File: src/rtl/core/spc_pkg.sv
// sprite collision package: types, request codes, sizes and helper functions
// used by spc_geom and sprite_pixel_collision
`default_nettype none
package spc_pkg;

    localparam int NUM_SPRITES = 64;
    localparam int SPR_W       = 6;
    localparam int NUM_CHARS   = 256;
    localparam int CHR_W       = 8;
    localparam int ROW_W       = CHR_W + 3;
    localparam int ROWS        = NUM_CHARS * 8;

    typedef enum logic [1:0] {
        REQ_SPR   = 2'd0,
        REQ_BYTE  = 2'd1,
        REQ_CHECK = 2'd2,
        REQ_NONE  = 2'd3
    } t_req;

    typedef enum logic [1:0] {
        CFG_SW = 2'd0,
        CFG_SH = 2'd1,
        CFG_OX = 2'd2,
        CFG_OY = 2'd3
    } t_cfg_idx;

    typedef struct packed {
        logic       fy;
        logic       fx;
        logic [1:0] size;
        logic [7:0] ch;
        logic [7:0] y;
        logic [7:0] x;
    } t_spr;

    typedef struct packed {
        logic [7:0] sw;
        logic [7:0] sh;
        logic [7:0] ox;
        logic [7:0] oy;
    } t_cfg;

    typedef struct packed {
        logic a_on;
        logic b_on;
        logic overlap;
    } t_geom;

    function automatic logic [5:0] side_of(input logic [1:0] size);
        return {size + 2'd1 == 2'd0, size + 2'd1, 3'b000};
    endfunction

    function automatic logic [7:0] reverse8(input logic [7:0] v);
        logic [7:0] r;
        for (int k = 0; k < 8; k++) begin
            r[k] = v[7-k];
        end
        return r;
    endfunction

endpackage
`default_nettype wire

File: src/rtl/core/spc_geom.sv
// screen visibility and bounding box overlap of two sprites
// depends on spc_pkg
`default_nettype none
module spc_geom (
    input  spc_pkg::t_cfg  i_cfg,
    input  spc_pkg::t_spr  i_a,
    input  spc_pkg::t_spr  i_b,
    output spc_pkg::t_geom o_geom
);
    import spc_pkg::*;

    logic [8:0] s_xe, s_ye, s_ax1, s_ay1, s_bx1, s_by1;

    assign s_xe  = {1'b0, i_cfg.sw} + {1'b0, i_cfg.ox};
    assign s_ye  = {1'b0, i_cfg.sh} + {1'b0, i_cfg.oy};
    assign s_ax1 = {1'b0, i_a.x} + {3'b0, side_of(i_a.size)};
    assign s_ay1 = {1'b0, i_a.y} + {3'b0, side_of(i_a.size)};
    assign s_bx1 = {1'b0, i_b.x} + {3'b0, side_of(i_b.size)};
    assign s_by1 = {1'b0, i_b.y} + {3'b0, side_of(i_b.size)};

    assign o_geom.a_on = ({1'b0, i_a.x} < s_xe) && ({1'b0, i_a.y} < s_ye)
                      && (s_ax1 > {1'b0, i_cfg.ox}) && (s_ay1 > {1'b0, i_cfg.oy});
    assign o_geom.b_on = ({1'b0, i_b.x} < s_xe) && ({1'b0, i_b.y} < s_ye)
                      && (s_bx1 > {1'b0, i_cfg.ox}) && (s_by1 > {1'b0, i_cfg.oy});
    assign o_geom.overlap = (s_ax1 > {1'b0, i_b.x}) && (s_ay1 > {1'b0, i_b.y})
                         && ({1'b0, i_a.x} < s_bx1) && ({1'b0, i_a.y} < s_by1);

endmodule
`default_nettype wire

File: config.mk
export PLATFORM = sky130hd
export DESIGN_NAME = spc_geom
export DESIGN_NICKNAME = d
export VERILOG_FILES = /design/src/rtl/core/spc_pkg.sv /design/src/rtl/core/spc_geom.sv
export SDC_FILE = /design/constraint.sdc
export NUM_CORES = 1
export LEC_CHECK = 0
export ABC_AREA = 1
export BUFFER_PORTS_ARGS = -buffer_cell sky130_fd_sc_hd__buf_2
export CAP_MARGIN = 25
export CORE_MARGIN = 2
export CORE_UTILIZATION = 60
export DETAILED_ROUTE_END_ITERATION = 8
export GPL_ROUTABILITY_DRIVEN = 0
export PLACE_DENSITY = 0.89
export SLEW_MARGIN = 0
export SYNTH_ARGS = -nofsm -noshare
export SYNTH_HDL_FRONTEND = slang
export SYNTH_SLANG_ARGS = --single-unit
export TNS_END_PERCENT = 50
File: constraint.sdc
create_clock -name vclk -period 6.6
set_input_delay 0.66 -clock vclk [all_inputs]
set_output_delay 0.66 -clock vclk [all_outputs]
set_load 0.02 [all_outputs]
Word-level counts from Yosys, hierarchy flattened
Cells that the tools add are included.
{"block": "classes", "addsub": 8, "multipliers": 0, "div_mod_pow": 0, "n_lt_le_gt_ge": 12, "eq_ne": 0, "n_shift": 0, "mux": 0, "n_bitwise": 0, "reduce_logical": 11}
{"operator": "9-bit by 8-bit greater-than comparator with 1-bit output", "count": 6}
{"operator": "8-bit by 9-bit less-than comparator with 1-bit output", "count": 6}
{"operator": "8-bit by 6-bit adder with 9-bit output", "count": 4}
{"operator": "8-bit by 8-bit adder with 9-bit output", "count": 2}
{"operator": "1-bit logical AND", "count": 9}
{"operator": "2-bit by 1-bit adder with 2-bit output (second input constant)", "count": 2}
{"operator": "2-bit zero test", "count": 2}
{"block": "word_totals", "reg_bits": 0, "latchBits": 0, "ramBits": 0, "romBits": 0, "input_bits": 88, "word_cells": 31, "mem_count": 0}

Longest topological paths before layout
Gate-level depths: netlist of the first run.
{"block": "logic_depth", "depth_word": 7, "depth_mapped": 20, "ltp_nobuf": 20}

Worst setup path after synthesis of the first run
No wires, ideal clock.
{"block": "synth_path", "kind": "input port to output port", "start": "input i_b[24] (netlist bit)", "end": "output o_geom[1] (netlist bit)", "t_arrival_ns": 2.910, "required_time_ns": 5.940, "path_slack_ns": 3.030, "stages": 13, "path_cell_list": "ha_1 > ha_1 > a31o_2 > xor2_1 > inv_1 > ha_1 > nand2_1 > inv_1 > nand4_1 > nand3b_1 > a21oi_1 > nand3_1 > nor2_1"}
{"item": "start, declared", "line_no": "spc_geom.sv:7", "source": "input spc_pkg::t_spr i_b,"}
{"item": "end, declared", "line_no": "spc_geom.sv:8", "source": "output spc_pkg::t_geom o_geom"}

==> impl_metrics.yaml, run 1 <==
status:
  outcome: "completed"
routing:
  dr.pass1.iters: 4
  drcViolationCount: 0
  detail_route.wl_per_cell_um: 12.9
  avgViaCountPerCell: 5.39
  wl_um: 9250
  dr_wl_met2_um: 4830
  final_antenna_net_count: 0
  top_layer: "met4"
  wl_met1_um: 3740
  route.vias.total: 3877
  wl_met3_um: 298
  initialDrtViolationCount: 130
synthesis:
  netlist_instances: 573
  seq_area_frac_synth_pct: 0
  ys_top_cells_by_count: "154 x nand2_1, 120 x inv_1, 107 x ha_1"
  ys_types: 30
  yosysTopAreaCell: "ha_1"
  yosysMostFrequentCell: "nand2_1"
  yosys_warnings: 0
  synth.area.top_cells: "ha_1 38%, nand2_1 16%, inv_1 13%"
  yosys.area.top_type_share_pct: 37.6
  synth_area_sq_um: 3560
  synth_fp_nets: 774
  syn_avg_cell_area_sq_um: 6.22
critical_path:
  crit_chain: "buf_2, ha_1, ha_1, nand2_1, nand2_1, a31o_2, xor2_1, inv_1, ha_1, nand2_1, inv_1, nand4_1, nand3b_1, a21oi_1, nand3_1, nor2_1, buf_2"
  cp_slowest_stage_delay_ns: 0.37
  arrival_ns: 3.39
  cp.required_ns: 5.94
  cp_top_family: "adder cells"
  path_buf_inv: 4
  end_kind: "output port"
  critical_path_class: "input port to output port"
  worstPathMaxFanout: 5
  cp_slowest_cell: "ha_1"
  start_kind: "input port"
timing:
  drv_slew: 0
  rsz0062_at_grt: "no"
  worst_pin_slew_ns: 0.392
  setup_viol: 0
  min_period_ns: 4.05
  timing.final.hold_violations: 0
  fin_setup_tns_ns: 0
  slew_headroom_pct: 73.7
  fin_crit_sh_pct: 61.4
  fmax_ghz: 0.247
  layout_setup_ws_ns: 2.55
global_route:
  antenna_found_initial: 0
  grt_first_pass_wirelength_um: 15400
  track_usage_pct: 29.0
  grt_pass1_vias: 3874
  grt_max_degree: 7
  grt_overflow: 0
cells_and_area:
  clock_buffers: 0
  seq_cells: 0
  diodes: 0
  syn_to_final_growth_pct: 12.6
  fin_util_pct: 69.0
  seq_area_sq_um: 0
  final_nets: 847
  drive_above_1_share_pct: 12.9
power_and_ir_drop:
  ir_drop_v: 0.0000563
  power.leakage_nw: 2.55
  power.density_nw_per_um2: 109
placement:
  dp_hpwl_um: 8530
  port_buffers: 71
  dp_slack_ns: 2.55
cts:
  cts_resized: 0
  holdBufCountCts: 0
  cts_post_setup_buffers_inserted: 0
floorplanning:
  die_h_um: 81.1
  die_width_um: 81.1
  core-area_sq_um: 5820
  io_pins: 91
  start_util_pct: 61.3
  die_area_sq_um: 6570
  rows: 28
run:
  maxCapViolCount: 0
min_path:
  hp-class: "input port to output port"
power breakdown:
group / switching [mW] / internal, mW
sequential: 0 / 0
clock: 0 / 0
combinational: 0.262 / 0.175
layer usage:
layer	up-vias	GRT usage, %
li1	2013	-
met1	1729	29.4
met2	103	61.2
met3	32	1.00
met4	0	10.8
met5	-	0
per-stage QoR:
step           hold slack, ns  std cells  area, sq um  power, mW
2_1_floorplan            1.55        573         3560      0.310
3_3_place_gp             1.86        719         4010      0.408
3_5_place_dp             1.87        719         4010      0.432
4_1_cts                  1.87        719         4010      0.434
5_1_grt                  1.89        719         4010      0.503
6_report                 1.87        719         4010      0.438
path summary, 6_finish.rpt:
check | from | to | slack [ns] | cells past startpoint
max | i_b[24] | o_geom[1] | 2.55 | 17
min | i_a[15] | o_geom[0] | 1.87 | 6
cells by family (layout without fill, tap and decap cells):
| family | Yosys count | in the layout | synth area share (%) |
|---|---|---|---|
| AND/OR/NAND/NOR | 260 | 260 | 31.5 |
| buffers and inverters | 121 | 192 | 12.8 |
| adder cells (fa/ha/maj) | 113 | 113 | 41.0 |
| AO/OA/AOI/OAI | 57 | 57 | 9.17 |
| XOR/XNOR | 22 | 22 | 5.62 |
cell type report:
cell class                      instances  area [sq um]
Inverter                              121           454
Tap cell                               75          93.8
Fill cell                             530          1800
Multi-Input combinational cell        452          3110
Timing Repair Buffer                   71           355
cell usage in the layout (no fill, tap or decap):
| cell type | synthesis | final |
|---|---|---|
| xnor2_1 | 1 | 1 |
| xor2_1 | 20 | 20 |
| a31oi_1 | 2 | 2 |
| a21oi_2 | 2 | 2 |
| xor2_2 | 1 | 1 |
| nand3b_1 | 3 | 3 |
| o21bai_1 | 2 | 2 |
| nand2_1 | 154 | 154 |
| o22ai_1 | 2 | 2 |
| a211oi_1 | 1 | 1 |
| nor4_1 | 1 | 1 |
| o21a_1 | 3 | 3 |
| ha_1 | 107 | 107 |
| nor3_1 | 6 | 6 |
| nor2_1 | 37 | 37 |
| o21ai_0 | 4 | 4 |
| a21oi_1 | 36 | 36 |
| and3_4 | 1 | 1 |
| inv_1 | 120 | 120 |
| a21o_1 | 1 | 1 |
| or2_2 | 1 | 1 |
| o211ai_1 | 3 | 3 |
| nand4_1 | 19 | 19 |
| fa_1 | 6 | 6 |
| nor2_2 | 2 | 2 |
| a31o_2 | 1 | 1 |
| nand3_1 | 31 | 31 |
| buf_2 | 0 | 71 |
| inv_2 | 1 | 1 |
| or3_1 | 2 | 2 |
| nand3_2 | 3 | 3 |
(Power assumes the default switching activity.)
==> run 2, diff against run 1 <==
--- a/config.mk
+++ b/config.mk
@@ -9,10 +9,10 @@
 export BUFFER_PORTS_ARGS = -buffer_cell sky130_fd_sc_hd__buf_2
 export CAP_MARGIN = 25
 export CORE_MARGIN = 2
-export CORE_UTILIZATION = 60
+export CORE_UTILIZATION = 52
 export DETAILED_ROUTE_END_ITERATION = 8
 export GPL_ROUTABILITY_DRIVEN = 0
-export PLACE_DENSITY = 0.89
+export PLACE_DENSITY = 0.82
 export SLEW_MARGIN = 0
 export SYNTH_ARGS = -nofsm -noshare
 export SYNTH_HDL_FRONTEND = slang
==> constraint.sdc (replaced) <==
create_clock -name vclk -period 3.52
set_input_delay 0.352 -clock vclk [all_inputs]
set_output_delay 0.352 -clock vclk [all_outputs]
set_load 0.02 [all_outputs]
==> run 2 against run 1 <==
Effect of this change: die area up 15%; highest routed layer unchanged; largest cell class unchanged; via count fell by 2.4%; core utilization decreased by 8.9 points; clock-buffer cell count unchanged; routed wire length is 2.3% lower; global-route usage is 4.8 points lower; sequential share of layout area did not move; first-iteration DRC count down 4.6%; final area up 0.65%; flip-flop and latch count stayed put; hold slack worse by 0.64 ns; critical path depth did not move.
==> impl_metrics.yaml, run 2 (synthesized netlist as in run 1, its figures left out) <==
cells_and_area:
  final_cell_mix: "154 x nand2_1, 120 x inv_1, 106 x ha_1, 71 x buf_2, 37 x nor2_1"
  final_nets: 847
  fin_util_pct: 60.1
  design_area_sq_um: 4040
  layout_commonest_cell: "nand2_1"
  drive_above_1_share_pct: 13.5
  syn_to_final_growth_pct: 13.3
  seq_cells: 0
  clock_buffers: 0
  finalNonFillerCells: 724
  diodes: 0
  seq_area_sq_um: 0
global_route:
  grt_overflow: 0
  grt_first_pass_wirelength_um: 15000
  antenna_found_initial: 0
  grt_max_degree: 7
  grt_pass1_vias: 3638
  track_usage_pct: 24.2
critical_path:
  critical_path_class: "input port to output port"
  worstSetupStartpoint: "i_b[24]"
  end_kind: "output port"
  start_kind: "input port"
  worstPathMaxFanout: 5
  arrival_ns: 2.96
  cp.required_ns: 3.17
routing:
  final_antenna_net_count: 0
  detail_route.wl_per_cell_um: 12.5
  initialDrtViolationCount: 124
  dr.pass1.iters: 6
  avgViaCountPerCell: 5.23
  wl_um: 9040
  route.vias.total: 3784
  drcViolationCount: 0
power_and_ir_drop:
  power.leakage_nw: 2.56
  power.density_nw_per_um2: 202
  ir_drop_v: 0.0000994
placement:
  port_buffers: 71
  postPlaceCellArea_sq_um: 4020
  dp_cells: 724
  dp_hpwl_um: 8470
floorplanning:
  io_pins: 91
  start_util_pct: 53.0
  die_width_um: 86.8
  rows: 30
  die_area_sq_um: 7530
  core-area_sq_um: 6720
  die_h_um: 86.8
timing:
  fmax_ghz: 0.302
  setup_viol: 0
  worst_pin_slew_ns: 0.343
  drv_slew: 0
  fin_crit_sh_pct: 94.0
  min_period_ns: 3.31
  timing.final.hold_violations: 0
  slew_headroom_pct: 77.1
min_path:
  min-delay-start: "i_a[15]"
  hold_end: "o_geom[0]"
  min_path_cells: 6
  hp-class: "input port to output port"
run:
  maxCapViolCount: 0
cts:
  holdBufCountCts: 0
status:
  outcome: "completed"
==> run 2: cell types whose count changed in the layout (fill, tap and decap cells not counted) <==
cell    before  now
ha_1       107  106
ha_2         0    1
nor3_1       6    4
nor3_2       0    2
xor2_1      20   19
xor2_2       1    2
==> run 2: metal layers <==
metal / vias up / track usage (%) / part of all wire [%]
li1: 2008 / - / -
met1: 1672 / 27.4 / 42
met2: 88 / 49.2 / 52
met3: 16 / 0.762 / 3.7
met4: 0 / 5.54 / 2.3
met5: - / 0 / 0
==> run 2: repair_timing <==
action	in CTS	in global routing
setup endpoints to repair	0	2
buffers inserted	0	0
resized for setup	0	4
==> run 2: per-stage QoR <==
| step | setup TNS (ns) | hold slack, ns | total power, mW | setup WS (ns) |
|---|---|---|---|---|
| final | 0 | 1.24 | 0.817 | 0.212 |
| after global routing | -0.00519 | 1.26 | 0.945 | -0.00519 |
| after CTS | 0 | 1.23 | 0.812 | 0.114 |
| after detailed placement | 0 | 1.23 | 0.808 | 0.117 |
| after global placement | 0 | 1.22 | 0.767 | 0.207 |
| after floorplan | 0 | 0.932 | 0.581 | 0.566 |
==> run 2: worst max path at each step <==
stage,end,cells past startpoint
global placement,o_geom[2],20
finish,o_geom[1],17
detailed placement,o_geom[1],15
CTS,o_geom[1],15
floorplan,o_geom[1],13
global route,o_geom[1],18
==> run 2: final cells by class <==
class                      count  area (sq um)
timing repair buffer          71           355
multi-input combinational    452          3130
tap                           80           100
inverter                     121           454
fill                         649          2680
==> run 2: worst max-delay path, cell delays in order <==
cell and delay [ns]:
buf_2 0.11, ha_2 0.18, ha_1 0.34, nand2_1 0.09
nand2_1 0.07, a31o_2 0.24, xor2_2 0.17, inv_1 0.07
ha_1 0.31, nand2_1 0.06, inv_1 0.05, nand4_1 0.12
nand3b_1 0.19, a21oi_1 0.22, nand3_1 0.11, nor2_1 0.12
buf_2 0.17
==> run 2: power by group <==
group	internal [mW]	switching, mW
registers	0	0
clock network	0	0
logic	0.330	0.488
==> run 3, diff against run 2 <==
--- a/config.mk
+++ b/config.mk
@@ -12,7 +12,7 @@
 export CORE_UTILIZATION = 52
 export DETAILED_ROUTE_END_ITERATION = 8
 export GPL_ROUTABILITY_DRIVEN = 0
-export PLACE_DENSITY = 0.82
+export PLACE_DENSITY_LB_ADDON = 0.15
 export SLEW_MARGIN = 0
 export SYNTH_ARGS = -nofsm -noshare
 export SYNTH_HDL_FRONTEND = slang
==> constraint.sdc (replaced) <==
create_clock -name vclk -period 3.52
set_input_delay 0.352 -clock vclk [all_inputs]
set_output_delay 0.352 -clock vclk [all_outputs]
set_load 0.005 [all_outputs]
==> run 3 against run 2 <==
Effect of this change: fmax rose by 0.76%; sequential share of layout area unchanged; critical path depth rose by 4.
==> impl_metrics.yaml, run 3 (synthesized netlist as in run 1, its figures left out) <==
critical_path:
  worstPathMaxFanout: 3
  end_kind: "output port"
  arrival_ns: 2.93
  start_kind: "input port"
  cp.required_ns: 3.17
  critical_path_class: "input port to output port"
global_route:
  grt_overflow: 0
  grt_max_degree: 7
  grt_pass1_vias: 3848
  antenna_found_initial: 0
  grt_first_pass_wirelength_um: 15800
  track_usage_pct: 25.7
min_path:
  min_path_cells: 6
  min-delay-start: "i_a[15]"
  hp-class: "input port to output port"
  hold_end: "o_geom[0]"
power_and_ir_drop:
  power.leakage_nw: 2.56
  power.density_nw_per_um2: 200
  ir_drop_v: 0.000101
placement:
  dp_cells: 724
  dp_hpwl_um: 8530
  port_buffers: 71
floorplanning:
  core-area_sq_um: 6720
  rows: 30
  die_h_um: 86.8
  io_pins: 91
  die_width_um: 86.8
  start_util_pct: 53.0
  die_area_sq_um: 7530
routing:
  wl_um: 9230
  avgViaCountPerCell: 5.24
  final_antenna_net_count: 0
  route.vias.total: 3793
  detail_route.wl_per_cell_um: 12.8
  drcViolationCount: 0
  initialDrtViolationCount: 96
  dr.pass1.iters: 4
timing:
  hold_slack_ns: 1.21
  min_period_ns: 3.28
  fin_setup_tns_ns: 0
  fin_crit_sh_pct: 93.3
  slew_headroom_pct: 72.9
  fmax_ghz: 0.305
  rsz0062_at_grt: "no"
  drv_slew: 0
  worst_pin_slew_ns: 0.403
  setup_viol: 0
  timing.final.hold_violations: 0
cells_and_area:
  fillers: 674
  fin_util_pct: 60.2
  final_nets: 847
  finalNonFillerCells: 724
  seq_area_sq_um: 0
  seq_cells: 0
  diodes: 0
  clock_buffers: 0
  drive_above_1_share_pct: 13.8
  layout_commonest_cell: "nand2_1"
  syn_to_final_growth_pct: 13.6
  final_cell_mix: "154 x nand2_1, 120 x inv_1, 106 x ha_1, 71 x buf_2, 36 x nor2_1"
cts:
  cts_post_setup_buffers_inserted: 0
  cts_resized: 0
  holdBufCountCts: 0
status:
  outcome: "completed"
run:
  maxCapViolCount: 0
-- run 3: through the flow --
stage | total power [mW] | setup slack [ns] | instance area (sq um)
after global routing | 0.943 | 0.00433 | 4050
after detailed placement | 0.804 | 0.0972 | 4020
after global placement | 0.774 | 0.166 | 4020
final | 0.811 | 0.237 | 4050
after floorplan | 0.573 | 0.750 | 3560
after CTS | 0.808 | 0.0891 | 4020
-- run 3: per-layer routing --
layer	GRT usage [%]	routed length, um
met4	11.1	434
met5	0	0
met1	27.5	3670
met3	0.857	252
met2	51.4	4880
-- run 3: power breakdown --
part           switching [mW]  leakage [nW]  total (mW)  internal, mW
registers                   0             0           0             0
logic                   0.480          2.56       0.811         0.331
clock network               0             0           0             0
total                   0.480          2.56       0.811         0.331
-- run 3: how the worst max path moves through the flow --
stage	startpoint	to	slack [ns]	cells after the start
after floorplan	i_b[24]	o_geom[1]	0.75	13
after global placement	i_b[24]	o_geom[1]	0.17	15
after detailed placement	i_b[24]	o_geom[1]	0.1	17
after CTS	i_b[24]	o_geom[1]	0.09	17
after global routing	i_a[24]	o_geom[2]	0.004	21
final	i_a[24]	o_geom[2]	0.24	21
-- run 3: cell type report --
class                           count  area [sq um]  share of cell area (%)
Tap cell                           80           100                    2.47
Multi-Input combinational cell    452          3140                    77.5
Timing Repair Buffer               71           355                    8.78
Inverter                          121           454                    11.2
-- run 3: worst max-delay path: stages --
cell	delay (ns)
buf_2	0.13
ha_1	0.32
inv_1	0.09
fa_1	0.53
inv_1	0.08
ha_1	0.30
nand2_1	0.09
nor2_2	0.16
nand2_1	0.07
nand3_1	0.10
nand2_1	0.06
nand2_1	0.05
nand2_1	0.04
nand2_1	0.05
nand2_1	0.05
nand2_1	0.07
nand2_1	0.07
nor2_2	0.07
nand2_1	0.05
nor2_1	0.09
buf_2	0.11
